File: config.mk
export PLATFORM = sky130hd
export DESIGN_NAME = scbo_axis
export DESIGN_NICKNAME = d
export VERILOG_FILES = /design/src/rtl/segment_capsule_box_overlap_core_defines.svh /design/src/rtl/scbo_pkg.sv /design/src/rtl/scbo_axis.sv
export SDC_FILE = /design/constraint.sdc
export NUM_CORES = 1
export LEC_CHECK = 0
export BUFFER_PORTS_ARGS = -buffer_cell sky130_fd_sc_hd__buf_2
export CORE_UTILIZATION = 45
export CTS_BUF_LIST = sky130_fd_sc_hd__clkbuf_8 sky130_fd_sc_hd__clkbuf_16
export DETAILED_ROUTE_END_ITERATION = 10
export PLACE_DENSITY_LB_ADDON = 0.2
export SETUP_SLACK_MARGIN = 0.2
export SLEW_MARGIN = 10
export SYNTH_ARGS = -nofsm -noshare
export SYNTH_HDL_FRONTEND = slang
export SYNTH_SLANG_ARGS = --single-unit
export TNS_END_PERCENT = 20
File: constraint.sdc
create_clock -name clk -period 4.5 [get_ports clk]
set_clock_uncertainty 0.1 [all_clocks]
set_input_delay 0.9 -clock clk [delete_from_list [all_inputs] [get_ports clk]]
set_output_delay 0.9 -clock clk [all_outputs]
set_load 0.01 [all_outputs]
File: src/rtl/segment_capsule_box_overlap_core_defines.svh
// Assertion macros shared by the segment/capsule box overlap RTL.
// Expects clk and rst_n in scope at the point of use.
`ifndef SEGMENT_CAPSULE_BOX_OVERLAP_CORE_DEFINES_SVH
`define SEGMENT_CAPSULE_BOX_OVERLAP_CORE_DEFINES_SVH

// Same-cycle implication.
`define SCBO_ASSERT_NOW(lbl, ante, cons, msg) \
  lbl: assert property (@(posedge clk) disable iff (!rst_n) (ante) |-> (cons)) else $error(msg);

// Next-cycle implication.
`define SCBO_ASSERT_NEXT(lbl, ante, cons, msg) \
  lbl: assert property (@(posedge clk) disable iff (!rst_n) (ante) |=> (cons)) else $error(msg);

`endif

File: src/rtl/scbo_pkg.sv
// Shared types and constants for the segment/capsule box overlap pipeline.
// No dependencies.
`timescale 1ns / 1ps

package scbo_pkg;

  localparam int unsigned QW      = 18;  // quotient bits (Q1.16 plus sign room)
  localparam int unsigned DIV_LAT = 21;  // divider register stages, input to result register
  localparam int unsigned AX_LAT  = 2;   // axis prep register stages
  // input register + axis prep + divider + order stage + output stage
  localparam int unsigned PIPE_LAT = 1 + AX_LAT + DIV_LAT + 2;

  typedef logic signed [31:0]   coord_t;
  typedef logic signed [33:0]   num_t;
  typedef logic signed [QW-1:0] tq_t;

  localparam tq_t TQ_MAX  = 18'sd131071;
  localparam tq_t TQ_MIN  = -18'sd131072;
  localparam tq_t T_ZERO  = 18'sd0;
  localparam tq_t T_ONE   = 18'sd65536;

  typedef struct packed {
    logic dz;   // zero direction on this axis
    logic pok;  // start lies inside the grown slab
  } axis_flags_t;

endpackage

File: src/rtl/scbo_axis.sv
// One axis of the front end: grows the slab by the radius, forms direction
// and the two slab numerators. Depends on scbo_pkg.
`timescale 1ns / 1ps

module scbo_axis (
  input  logic                 clk,
  input  logic                 en,
  input  logic [30:0]          radius,
  input  scbo_pkg::coord_t     bmin,
  input  scbo_pkg::coord_t     bmax,
  input  scbo_pkg::coord_t     s,
  input  scbo_pkg::coord_t     e,
  output scbo_pkg::num_t       nlo,
  output scbo_pkg::num_t       nhi,
  output scbo_pkg::num_t       dir,
  output scbo_pkg::axis_flags_t flags
);

  logic signed [32:0] lo_w, hi_w;
  scbo_pkg::coord_t   lo_sat, hi_sat;
  scbo_pkg::coord_t   lo_r, hi_r, s_r;
  scbo_pkg::num_t     d_r;
  scbo_pkg::num_t     nlo_r, nhi_r, d2_r;
  scbo_pkg::axis_flags_t flags_r;

  // grow with saturation to the signed 32-bit range
  always_comb begin
    lo_w = $signed({bmin[31], bmin}) - $signed({2'b00, radius});
    hi_w = $signed({bmax[31], bmax}) + $signed({2'b00, radius});
    lo_sat = (lo_w[32] != lo_w[31]) ? {lo_w[32], {31{~lo_w[32]}}} : lo_w[31:0];
    hi_sat = (hi_w[32] != hi_w[31]) ? {hi_w[32], {31{~hi_w[32]}}} : hi_w[31:0];
  end

  always_ff @(posedge clk) begin
    if (en) begin
      lo_r  <= lo_sat;
      hi_r  <= hi_sat;
      s_r   <= s;
      d_r   <= scbo_pkg::num_t'(e) - scbo_pkg::num_t'(s);
      nlo_r <= scbo_pkg::num_t'(lo_r) - scbo_pkg::num_t'(s_r);
      nhi_r <= scbo_pkg::num_t'(hi_r) - scbo_pkg::num_t'(s_r);
      d2_r  <= d_r;
      flags_r.dz  <= (d_r == '0);
      flags_r.pok <= (s_r >= lo_r) && (s_r <= hi_r);
    end
  end

  assign nlo   = nlo_r;
  assign nhi   = nhi_r;
  assign dir   = d2_r;
  assign flags = flags_r;

endmodule

==> Yosys cells after proc, flatten, opt, wreduce, memory -nomap -nowiden <==
Index checks and enable logic that the tools add are counted.
{ "classes": {"addsub": 5, "mul": 0, "div": 0, "n_lt_le_gt_ge": 2, "n_eq_ne": 2, "shifts": 0, "mux": 2, "n_bitwise": 2, "n_reduce_logical": 2} }
{ "op_table": {"columns": ["operator", "n"], "rows": [
  ["32-bit by 32-bit subtractor with 33-bit output", 4],
  ["32-bit two-way mux", 2],
  ["34-bit logical NOT", 1],
  ["32-bit by 32-bit adder with 33-bit output", 1],
  ["32-bit greater-or-equal comparator", 1],
  ["32-bit less-or-equal comparator", 1],
  ["1-bit inequality test", 2],
  ["1-bit inverter", 2],
  ["1-bit logical AND", 1]
]} }
{ "word_totals": {"regBits": 234, "latchBits": 0, "mem_bits_rw": 0, "romBits": 0, "in_bits": 161, "out_inout_bits": 104, "elab_cells": 24, "n_memories": 0} }

==> Depth between registers and ports, before layout <==
{ "depth": {"ltp_word": 3, "depth_mapped": 16, "depth_no_buf": 14} }

==> Least setup slack after synthesis <==
No wires, ideal clock.
{ "synth_path": {"kind": "input port to flip-flop", "start": "in bmin[0]", "end": "reg lo_r[10], data pin", "setup_ns": 0.259, "arrival_time_ns": 3.491, "required_ns": 4.141, "path_slack_ns": 0.650, "cell_stages": 15, "path_buffers": 1, "cell_sequence": "inv_1 ha_1 inv_1 fa_1 a21o_1 a221o_1 nor3_2 nor3_1 o2111ai_1 o21ai_0 a31o_2 nor3_1 a21o_1 buf_4 o21ai_1"} }
{ "synth_via": {"elab_chain_len": 3, "elab_cells_between_ends": 4, "cone_classes": "add/sub: 1; eq/ne: 1; mux: 1; bitwise: 1"} }
{ "synth_lines": {"columns": ["element", "line_no", "source"], "rows": [
  ["start, declared", "scbo_axis.sv:9", "input scbo_pkg::coord_t bmin,"],
  ["32-bit by 32-bit subtractor with 33-bit output (*)", "scbo_axis.sv:28", "lo_w = $signed({bmin[31], bmin}) - $signed({2'b00, radius});"],
  ["1-bit inequality test / 1-bit inverter (equally long branches)", "scbo_axis.sv:30", "lo_sat = (lo_w[32] != lo_w[31]) ? {lo_w[32], {31{~lo_w[32]}}} : lo_w[31:0];"],
  ["32-bit two-way mux (*)", "scbo_axis.sv:30", null],
  ["via lo_sat[10]", "scbo_axis.sv:20", "scbo_pkg::coord_t lo_sat, hi_sat;"],
  ["end signal, assigned", "scbo_axis.sv:36", "lo_r <= lo_sat;"],
  ["end, declared", "scbo_axis.sv:21", "scbo_pkg::coord_t lo_r, hi_r, s_r;"]
]} }
Mark *: on every way through the listed nets, which the timed path passes. The rest lies on a longest branch.
A chain may end at the register's enable or synchronous reset.

==> Final worst setup path <==
{ "layout_path": {"start": "reg s_r[0]", "end": "reg nlo_r[28] (netlist: nlo[28]), data pin"} }
{ "layout_via": {"elab_chain_len": 1} }
{ "layout_lines": {"columns": ["element", "line_no", "source"], "rows": [
  ["start, declared", "scbo_axis.sv:21", null],
  ["start signal, assigned", "scbo_axis.sv:38", "s_r <= s;"],
  ["32-bit by 32-bit subtractor with 33-bit output", "scbo_axis.sv:40", "nlo_r <= scbo_pkg::num_t'(lo_r) - scbo_pkg::num_t'(s_r);"],
  ["end signal, assigned", "scbo_axis.sv:40", null],
  ["end, declared", "scbo_axis.sv:23", "scbo_pkg::num_t nlo_r, nhi_r, d2_r;"]
]} }
No other way between the ends.

==> qor.yml <==
synth-seq-area-share: 0.439
finalSetupViolCount: 0
async_flop_share: 0
drv_slew: 0
placed_cell_area_sq_mm: 0.0176
fp.dieW_microns: 189
synth_nets: 1858
routedWlPerCell_microns: 18.2
core_area_sq_mm: 0.0345
whs_endpoint: "dir[3]"
synthXorXnorAreaFrac: 0.0697
intPower_w: 0.00517
yosysWarnings: 0
synth-main-ff-cell: "edfxtp_1"
seq_power_share: 0.399
die_y_microns: 189
antenna_cells: 0
gp_congestion: 0.910
synthMuxAreaShare: 0.00382
drc: 0
fin_setup_tns_ns: 0
cp_common_cell: "o21ai_0"
crit_path_start_kind: "flip-flop"
start_util: 0.456
clk_path_buf_depth: 3
synth_area_sq_mm: 0.0157
finalNetCount: 2129
timing.final.crit_share: 0.883
drv_cap: 0
avgSynthCellArea_sq_um: 10.3
io_buffers: 264
antenna_found_initial: 1
postRouteAntennaNets: 0
p_leak_nw: 8.31
postCtsSetupRepairBufs: 0
synth_edf_count: 230
routed_via_density: 5.45
cp-end-kind: "flip-flop"
clkLatencyLatePin_ns: 0.52
holdBufCountCts: 0
max_freq_mhz: 252
cp_max_fo: 4
power_frac_comb: 0.332
worstPathArrival_ns: 4.11
dieArea_sq_mm: 0.0357
synth_compound_area_frac: 0.196
switching_share: 0.324
tightestPinTransition_ns: 0.954
clkSinkCount: 230
synth_top_family_by_area: "compound AO/OA/AOI/OAI gates"
grt_pass1_vias: 11700
layout_common_cells: "buf_2, edfxtp_1, ha_1"
dr_total_vias: 12400
register_area_sq_mm: 0.00691
crit_path_cell_trace: "ha_1 -> fa_1 -> nand2b_1 -> a21boi_0 -> o21ai_0 -> a21oi_1 -> o21ai_0 -> o31ai_1 -> a211oi_1 -> o311ai_1 -> xor2_1"
hold_depth: 0
hold_path_class: "flip-flop to flip-flop"
p_sw_w: 0.00248
drive_gt1_frac: 0.192
power_w: 0.00766
rows: 68
ys_ff_latch: 230
grt_max_degree: 113
fillers: 3159
cp.required_ns: 4.64
final_common_cell: "buf_2"
reg2reg_from: "s_r[0]"
dp_hpwl_microns: 33100
hold_start: "d_r[3]"
synthAdderAreaFrac: 0.134
final_area_sq_mm: 0.0184
htree_levels: 1
rsz0062_at_grt: "no"
multi_input_area_sq_mm: 0.00812
rr_worst_depth: 11
slew_headroom: 0.364
r2r_slack_ns: 0.53
r2r_end: "nlo[28]"
dr.pass1.iters: 5
globalRoute.totalOverflow: 0
min_period_ns: 3.97
grt_first_pass_wirelength_microns: 63000
post_cts_resized: 0
hold_violations: 0
clockPowerShare: 0.269
track_usage: 0.227
wl_microns: 41400
synth-simple-area-share: 0.114
cts_root_buffer: "clkbuf_16"
cts_made_buffers: 25
synth_cell_types: 77
cp_slowest_cell: "o31ai_1"
drt-initial-drc-count: 716
critical_path_class: "flip-flop to flip-flop"
syn-instance-count: 1532
area_delta_synth_final_pct: 17.2
pin_count: 265
slowest_delay_ns: 0.66
outcome: "finished, final reports clean"
vdd_drop_max_mv: 0.289
powerDensity_mw_per_mm2: 416
cts.clk_slew.worst_paths_ns: 0.06
cts_tree: "yes"
[critical path: cells and delay by family (launching register included)]
kind,cells,cell delay (ns)
AND/OR/NAND/NOR,1,0.16
adder cells (fa/ha/maj),2,0.66
flip-flops,1,0.44
XOR/XNOR,1,0.14
AO/OA/AOI/OAI,7,2.19
[worst max-delay path by stage]
stage | start | endpoint | slack [ns] | depth (start not counted)
after floorplan | bmin[0] | lo_r[10] | 0.65 | 15
after global placement | bmin[0] | lo_r[2] | 0.31 | 16
after detailed placement | bmin[0] | lo_r[6] | 0.21 | 16
after CTS | s_r[0] | nlo[28] | 0.62 | 11
after global routing | s_r[0] | nlo[22] | 0.33 | 12
final | s_r[0] | nlo[28] | 0.53 | 11
[cell type report]
cell class / instances / area share
Clock inverter: 19 / 0.0104
Inverter: 142 / 0.0289
Sequential cell: 230 / 0.375
Timing Repair Buffer: 275 / 0.0801
Multi-Input combinational cell: 1129 / 0.441
Tap cell: 455 / 0.0309
Clock buffer: 25 / 0.0340
[registers in the layout, indices dropped and copies added, names as in the netlist]
register  cells
lo_r         32
d_r          33
flags         2
nlo          33
s_r          32
nhi          33
dir          33
hi_r         32
[kinds of logic (layout without fill, tap and decap cells)]
logic type,count (synthesis),count (layout)
buffers and inverters,173,461
and+or+nand+nor,362,362
adders and majority gates,165,165
muxes,6,6
DFF,230,230
AOI/OAI and AO/OA,471,471
xor gates and xnor gates,125,125
[synthesized netlist by cell type (10+ instances only)]
cell	n	area share
ha_1	160	0.13
a31oi_1	14	0.0056
nand2_1	92	0.022
inv_1	142	0.034
nand2b_1	27	0.011
nor4_1	11	0.0044
edfxtp_1	230	0.44
o21ai_0	92	0.029
nor2_1	88	0.021
and3_1	19	0.0076
xnor2_1	72	0.040
nand3_1	28	0.0089
clkbuf_1	18	0.0043
a21oi_1	135	0.043
o21ai_2	10	0.0056
a211oi_1	10	0.0048
o21ai_1	10	0.0032
nand4_1	12	0.0048
o21bai_1	15	0.0072
nor2b_1	27	0.011
a21o_1	85	0.041
xor2_1	53	0.030
o21a_1	19	0.0091
nor3_1	30	0.0096
[power groups by stage]
stage / combinational [W] / sequential [W] / clock (W)
2_1_floorplan: 0.00160 / 0.00313 / 0
3_3_place_gp: 0.00249 / 0.00310 / 0
3_5_place_dp: 0.00251 / 0.00310 / 0
4_1_cts: 0.00253 / 0.00306 / 0.00210
5_1_grt: 0.00280 / 0.00309 / 0.00218
6_report: 0.00254 / 0.00305 / 0.00206
[through the flow]
step,util,hold slack (ns),instances,worst slack [ns]
floorplan,-,0.317,1532,0.650
global placement,0.511,0.331,2231,0.306
detailed placement,0.511,0.327,2231,0.206
CTS,0.535,0.350,2275,0.623
global route,0.535,0.359,2275,0.328
finish,0.535,0.349,2275,0.528
[metal layers]
layer  GRT usage  vias to the layer above  part of all wire
met1       0.304                     5757              0.45
met5           0                        -                 0
li1            -                     6202                 -
met4      0.0658                        0             0.030
met2       0.385                      365              0.47
met3      0.0291                       64             0.051
(Power assumes the default switching activity.)
