$ cat src/rtl/segment_capsule_box_overlap_core_defines.svh
// Assertion macros shared by the segment/capsule box overlap RTL.
// Expects clk and rst_n in scope at the point of use.
`ifndef SEGMENT_CAPSULE_BOX_OVERLAP_CORE_DEFINES_SVH
`define SEGMENT_CAPSULE_BOX_OVERLAP_CORE_DEFINES_SVH

// Same-cycle implication.
`define SCBO_ASSERT_NOW(lbl, ante, cons, msg) \
  lbl: assert property (@(posedge clk) disable iff (!rst_n) (ante) |-> (cons)) else $error(msg);

// Next-cycle implication.
`define SCBO_ASSERT_NEXT(lbl, ante, cons, msg) \
  lbl: assert property (@(posedge clk) disable iff (!rst_n) (ante) |=> (cons)) else $error(msg);

`endif

$ cat src/rtl/scbo_pkg.sv
// Shared types and constants for the segment/capsule box overlap pipeline.
// No dependencies.
`timescale 1ns / 1ps

package scbo_pkg;

  localparam int unsigned QW      = 18;  // quotient bits (Q1.16 plus sign room)
  localparam int unsigned DIV_LAT = 21;  // divider register stages, input to result register
  localparam int unsigned AX_LAT  = 2;   // axis prep register stages
  // input register + axis prep + divider + order stage + output stage
  localparam int unsigned PIPE_LAT = 1 + AX_LAT + DIV_LAT + 2;

  typedef logic signed [31:0]   coord_t;
  typedef logic signed [33:0]   num_t;
  typedef logic signed [QW-1:0] tq_t;

  localparam tq_t TQ_MAX  = 18'sd131071;
  localparam tq_t TQ_MIN  = -18'sd131072;
  localparam tq_t T_ZERO  = 18'sd0;
  localparam tq_t T_ONE   = 18'sd65536;

  typedef struct packed {
    logic dz;   // zero direction on this axis
    logic pok;  // start lies inside the grown slab
  } axis_flags_t;

endpackage

$ cat src/rtl/scbo_div.sv
// Pipelined signed divider: (num * 2^16) / den, truncated toward zero and
// saturated to Q1.16. One quotient bit per stage. Depends on scbo_pkg.
`timescale 1ns / 1ps

module scbo_div (
  input  logic             clk,
  input  logic             en,
  input  scbo_pkg::num_t   num,
  input  scbo_pkg::num_t   den,
  output scbo_pkg::tq_t    quot
);

  localparam int unsigned QW = scbo_pkg::QW;

  // stage A: magnitudes and sign
  logic        neg_a_r;
  logic [33:0] nm_a_r, dm_a_r;

  // bit stages; index 0 holds the initial remainder
  logic [49:0]   rem_r [0:QW];
  logic [QW-1:0] q_r   [0:QW];
  logic [33:0]   dm_r  [0:QW];
  logic          neg_r [0:QW];
  logic          ovf_r [0:QW];

  logic [50:0]   cmp   [0:QW-1];
  logic          ge    [0:QW-1];
  logic [49:0]   rem_nxt [0:QW-1];
  logic [QW-1:0] q_nxt   [0:QW-1];

  scbo_pkg::tq_t quot_r, quot_nxt;
  logic [QW-1:0] qf;
  logic          sat;

  always_comb begin
    for (int i = 0; i < QW; i++) begin
      cmp[i]     = {dm_r[i], 17'b0} >> i;
      ge[i]      = {1'b0, rem_r[i]} >= cmp[i];
      rem_nxt[i] = ge[i] ? 50'({1'b0, rem_r[i]} - cmp[i]) : rem_r[i];
      q_nxt[i]   = q_r[i];
      q_nxt[i][QW-1-i] = ge[i];
    end
  end

  // final sign and saturation
  always_comb begin
    qf = q_r[QW];
    if (neg_r[QW]) begin
      sat      = ovf_r[QW] || (qf > QW'(131072));
      quot_nxt = sat ? scbo_pkg::TQ_MIN : scbo_pkg::tq_t'(-$signed({1'b0, qf}));
    end else begin
      sat      = ovf_r[QW] || qf[QW-1];
      quot_nxt = sat ? scbo_pkg::TQ_MAX : scbo_pkg::tq_t'(qf);
    end
  end

  always_ff @(posedge clk) begin
    if (en) begin
      neg_a_r  <= num[33] ^ den[33];
      nm_a_r   <= num[33] ? 34'(-num) : 34'(num);
      dm_a_r   <= den[33] ? 34'(-den) : 34'(den);
      // quotient magnitude reaches 2^18 exactly when |num| >= 4 |den|
      ovf_r[0] <= {2'b00, nm_a_r} >= {dm_a_r, 2'b00};
      rem_r[0] <= {nm_a_r, 16'b0};
      q_r[0]   <= '0;
      dm_r[0]  <= dm_a_r;
      neg_r[0] <= neg_a_r;
      for (int i = 0; i < QW; i++) begin
        rem_r[i+1] <= rem_nxt[i];
        q_r[i+1]   <= q_nxt[i];
        dm_r[i+1]  <= dm_r[i];
        neg_r[i+1] <= neg_r[i];
        ovf_r[i+1] <= ovf_r[i];
      end
      quot_r <= quot_nxt;
    end
  end

  assign quot = quot_r;

endmodule

$ cat config.mk
export PLATFORM = sky130hd
export DESIGN_NAME = scbo_div
export DESIGN_NICKNAME = d
export VERILOG_FILES = /design/src/rtl/segment_capsule_box_overlap_core_defines.svh /design/src/rtl/scbo_pkg.sv /design/src/rtl/scbo_div.sv
export SDC_FILE = /design/constraint.sdc
export NUM_CORES = 2
export LEC_CHECK = 0
export BUFFER_PORTS_ARGS = -buffer_cell sky130_fd_sc_hd__buf_2
export CORE_ASPECT_RATIO = 2
export CORE_MARGIN = 3
export CORE_UTILIZATION = 55
export CTS_CLUSTER_DIAMETER = 30
export DETAILED_ROUTE_END_ITERATION = 8
export PLACE_DENSITY = 0.7
export SYNTH_ARGS = -nofsm -noshare
export SYNTH_HDL_FRONTEND = slang
export SYNTH_SLANG_ARGS = --single-unit
$ cat constraint.sdc
create_clock -name clk -period 5.3 [get_ports clk]
set_input_delay 0.265 -clock clk [delete_from_list [all_inputs] [get_ports clk]]
set_output_delay 0.265 -clock clk [all_outputs]
set_load 0.02 [all_outputs]
# Word-level counts from Yosys, hierarchy flattened
# Memories as Yosys holds them, arrays and structs flattened.
# Index checks and enable logic that the tools add are counted.
[word_totals]
in_bits = 70
n_memories = 5
output_inout_bits = 18
word_cells = 80
ram_bits = 1976
ff_bits = 87
[op_classes]
n_reduce_logical = 2
addsub = 21
muxes = 25
magnitude_cmp = 20
bitwise_logic = 1
[memory_table]
columns = ["name", "depth", "width", "rd", "rd_clocked_by_memory_dff", "write_ports", "line_no", "text"]
rows = [
  ["rem_r", 19, 50, 18, 0, 19, "scbo_div.sv:20", "logic [49:0] rem_r [0:QW];"],
  ["dm_r", 19, 34, 18, 0, 19, "scbo_div.sv:22", "logic [33:0] dm_r [0:QW];"],
  ["q_r", 19, 18, 19, 0, 19, "scbo_div.sv:21", "logic [QW-1:0] q_r [0:QW];"],
  ["neg_r", 19, 1, 19, 0, 19, "scbo_div.sv:23", "logic neg_r [0:QW];"],
  ["ovf_r", 19, 1, 19, 0, 19, "scbo_div.sv:24", "logic ovf_r [0:QW];"],
]
[ops]
columns = ["cell", "n"]
rows = [
  ["two-way mux 50 bit", 18],
  ["subtractor 50 bit", 2],
  ["negator 34 bit", 2],
  ["two-way mux 33 bit", 2],
  ["two-way mux 18 bit", 3],
  ["greater-or-equal comparator 50 x 51 -> 1 bit", 1],
  ["greater-or-equal comparator 50 x 34 -> 1 bit", 1],
  ["greater-or-equal comparator 50 x 35 -> 1 bit", 1],
  ["greater-or-equal comparator 50 x 36 -> 1 bit", 1],
  ["greater-or-equal comparator 50 x 37 -> 1 bit", 1],
  ["greater-or-equal comparator 50 x 38 -> 1 bit", 1],
  ["greater-or-equal comparator 50 x 39 -> 1 bit", 1],
  ["greater-or-equal comparator 50 x 40 -> 1 bit", 1],
  ["greater-or-equal comparator 50 x 41 -> 1 bit", 1],
  ["greater-or-equal comparator 50 x 42 -> 1 bit", 1],
  ["greater-or-equal comparator 50 x 43 -> 1 bit", 1],
  ["greater-or-equal comparator 50 x 44 -> 1 bit", 1],
  ["greater-or-equal comparator 50 x 45 -> 1 bit", 1],
  ["greater-or-equal comparator 50 x 46 -> 1 bit", 1],
  ["greater-or-equal comparator 50 x 47 -> 1 bit", 1],
  ["greater-or-equal comparator 50 x 48 -> 1 bit", 1],
  ["greater-or-equal comparator 50 x 49 -> 1 bit", 1],
  ["greater-or-equal comparator 50 bit", 1],
  ["subtractor 50 x 34 -> 50 bit", 1],
  ["21 further kinds", 23],
]

# Longest topological paths before layout
# An unclocked memory read counts as a cell.
[depth]
ltp_word = 5
mapped_depth = 17
mapped_depth_nobuf = 15

# Worst setup path before layout
# OpenSTA, ideal clock, no wires.
[synth_path]
kind = "reg2reg"
from = "memory dm_r[0][0]"
to = "memory rem_r[1][26] (data pin)"
setup_slack_ns = 1.632
n_path_buf = 1
arrival_time_ns = 3.408
t_required_ns = 5.040
path_stages_with_launch = 14
setup_time_ns = 0.260
synth_period_minus_slack_ns = 3.668
cell_sequence = "edfxtp_1 > ha_1 > fa_1 > nand2b_1 > a21oi_1 > a21o_1 > a22oi_1 > and3_1 > o311ai_1 > nor2b_1 > nor2_1 > o31ai_4 > buf_2 > mux2_2"
[synth_lines]
columns = ["element", "line_no"]
rows = [
  ["start: declaration", "scbo_div.sv:22"],
  ["end: declaration", "scbo_div.sv:20"],
]

==> run summary <==
Routed Antenna Nets -> 0
Initial DRC Count -> 3249
Number of flops mapped to enable cells by yosys -> 1640
Worst IR Drop VDD -> 0.344 mV
Critical Path, Cell by Cell -> inv_1 -> ha_1 -> nand3_1 -> nor4_1 -> nand2_1 -> nor3_1 -> buf_4 -> nor4b_1 -> and3_2 -> buf_4 -> nor4b_1 -> xor2_1
Pwr/cell area -> 568 nW/um^2
Die height -> 590 um
Synth Area in Compound Gates -> 0.156
Initial Util -> 0.555
# IOs -> 88
Synthesized Nets -> 9293
Mux cell area share after synthesis -> 0.0180
Post-CTS Resized -> 0
Max cap viols -> 0
Worst-Margin Slew -> 1.25 ns
Yosys cell types -> 106
Post-CTS Setup Inserts -> 0
Synth Area in Simple Gates -> 0.105
Number of global-route vias before repair -> 73700
Post-Place Cell Area -> 97600 um^2
Final Setup Violations -> 0
Worst Setup SP -> dm_r[6][33]$_DFFE_PP_
Worst path max stage delay -> 0.69 ns
Final hold viol count -> 0
Clock Tree Root -> clkbuf_16
Die area -> 176000 um^2
Clk buf depth -> 4
Post-synth top area share -> 0.525
Post-detail-place hpwl -> 199000 um
Worst EP required -> 5.92 ns
Fin crit share -> 0.909
Post-synthesis xor/xnor area fraction -> 0.0633
Non-Filler Cell Area, Final -> 107000 um^2
CTS Buf Count -> 248
Area share of fa/ha/maj cells after synthesis -> 0.0897
Final wirelength -> 259000 um
Static Leak -> 43.2 nW
H-tree Lvls -> 4
RSZ-0062 raised after global routing -> false
Max FO, Critical Path -> 15
Largest net degree at the start of global routing -> 171
CTS Hold Bufs -> 104
Main area contributors after synthesis -> edfxtp_1 53%, ha_1 8.6%, xnor2_1 3.7%, a21oi_1 3.5%, inv_1 3.3%
Status -> finished, final reports clean
Max_slew headroom -> 0.157
Final min period -> 4.82 ns
Area Overhead vs Synth -> 14.1%
Fin nets -> 9628
Die Span X -> 298 um
Hold Crit Class -> in2reg
Initial antenna violation count -> 6
Worst path buffer plus inverter count -> 3
Post-synthesis register bit count -> 1640
Largest family of logic cells by synthesized area -> compound AO/OA/AOI/OAI gates
Mapped Area -> 93800 um^2
CP max stage cell -> nor4_1
Mean area per synthesized cell -> 11.0 um^2
Worst skew pair latency -> 0.88 ns
WL/cell -> 22.8 um
Final setup TNS -> 0 ns
Top FF cell, synth -> edfxtp_1
Vias/cell -> 5.93
Final Max Tran Viols -> 0
First-pass GRT wire length -> 387000 um
YS warnings -> 0
Share of cells above drive strength 1 -> 0.0984
CP top delay family -> simple AND/OR/NAND/NOR gates
Total global-route track usage -> 0.289
Launch point of the worst reg-to-reg path -> dm_r[6][33]$_DFFE_PP_
Worst path arrival time -> 5.44 ns
Register clock-pin slew on the reported worst setup and hold paths -> 0.06 ns
Async set-or-reset flop fraction in the synthesized netlist -> 0
CP endpoint kind -> flop
CTS tree -> done
I/O Buffers -> 87
Worst Setup Start Kind -> flop
Post-Synthesis Cells -> 8561
DRT Pass-1 Iters -> 6
Fmax achieved -> 208 MHz
Via count -> 67400
Congestion Overflow GR -> 0
Final GP Congestion -> 0.932
# DRC -> 0
Leading area contributor after synthesis -> edfxtp_1
TritonCTS sink count -> 1640
Hold_sp -> num[33]
Core Area -> 169000 um^2
Rows -> 213
Clk_skew -> 0.0479 ns
Kind of critical path -> reg2reg
Register area share after synthesis -> 0.525
## cells in the final DEF, fill, tap and decap left out, types with 23 or more instances in the layout
cell / Yosys / layout
a31oi_1: 74 / 73
o21a_1: 83 / 82
xor2_1: 284 / 284
ha_1: 645 / 645
buf_4: 4 / 126
and3_1: 54 / 53
dlygate4sd3_1: 0 / 104
or3_1: 65 / 65
clkbuf_16: 0 / 249
o211ai_1: 29 / 29
nand3_1: 112 / 112
inv_6: 0 / 47
inv_1: 815 / 815
nand4_1: 134 / 134
nor2_1: 449 / 448
nand2_1: 694 / 693
clkinv_4: 0 / 24
o22ai_1: 23 / 23
a211oi_1: 62 / 61
or4_1: 24 / 24
o31ai_1: 78 / 77
and2_1: 34 / 34
clkinvlp_4: 0 / 26
o21bai_1: 87 / 87
nor4_1: 59 / 52
a21o_1: 367 / 366
edfxtp_1: 1640 / 1640
buf_2: 28 / 86
nor3_1: 118 / 114
a21oi_1: 657 / 656
xnor2_1: 394 / 394
buf_12: 0 / 27
o21ai_0: 605 / 605
nand2b_1: 90 / 90
nor2b_1: 76 / 76
mux2_2: 137 / 137
## sequential cells by signal, indices dropped and copies added (netlist names)
register and cells:
dm_a_r 34, rem_r 732, neg_r 19, neg_a_r 1, q_r 171, nm_a_r 34, quot 18, dm_r 612
ovf_r 19
## layout make-up
type	count	area [um^2]
tap	2257	2820
inverter	816	3060
fill	13300	62000
clock buffer	264	6290
clock inverter	186	1970
sequential	1640	49200
timing repair buffer	343	2960
multi-input combinational	5847	40600
antenna	12	30.0
## path summary, 6_finish.rpt
path	to	slack, ns	cells after the start
setup / recovery	rem_r[7][49]$_DFFE_PP_	0.48	12
hold / removal	nm_a_r[20]$_DFFE_PP_	0.05	3
setup reg to reg	rem_r[7][49]$_DFFE_PP_	0.48	12
hold reg to reg	dm_r[9][3]$_DFFE_PP_	0.41	0
## through the flow
stage	cells	utilization	worst slack (ns)	total power [mW]	hold slack, ns
after floorplan	8561	-	1.63	36.8	0.364
after global placement	10800	0.578	0.504	43.6	0.400
after detailed placement	10800	0.578	0.481	44.2	0.405
after CTS	11400	0.633	0.509	60.7	0.0250
after global routing	11400	0.633	0.266	63.9	0.0495
final	11400	0.633	0.481	60.8	0.0535
## synthesized netlist by cell type, drive strengths merged (17+ instances only)
master and n:
nand2 694, clkbuf 212, nor4 60, a21oi 659
nor2 451, a21o 368, o211ai 29, a2111oi 20
o41ai 22, edfxtp 1640, fa 17, or4 24
and3 54, nor3b 21, o22ai 23, nor2b 76
inv 816, buf 46, mux2 139, or2 26
ha 645, nand3 113, a21boi 23, o31ai 81
nor3 124, o21bai 87, a31oi 74, a211oi 63
nand2b 90, xor2 284, and2 34, o21a 84
xnor2 394, a211o 19, o21ai 622, nand4 134
or3 66
## cell families after synthesis
family                   after synthesis
AO/OA/AOI/OAI                       2326
XOR/XNOR                             678
adder cells (fa/ha/maj)              662
buffers and inverters               1074
flip-flops                          1640
multiplexers                         151
AND/OR/NAND/NOR                     2030
## where the power goes
group	switching, mW	total (mW)	internal (mW)
Combinational	14.5	24.3	9.78
Sequential	1.71	20.2	18.5
Clock	6.50	16.3	9.76
Total	22.7	60.8	38.1
## tightest hold or removal path: stages
cell and delay (ns):
buf_2 0.16, o21ai_0 0.24, xnor2_1 0.15
## layer usage
layer | global-route usage | up-vias | share of wire
met5 | 0 | - | 0
met4 | 0.346 | 0 | 0.14
met3 | 0.0312 | 1110 | 0.025
met2 | 0.616 | 1753 | 0.59
met1 | 0.172 | 32400 | 0.24
li1 | - | 32100 | -
Note: power is estimated with default switching activity, not from simulation.
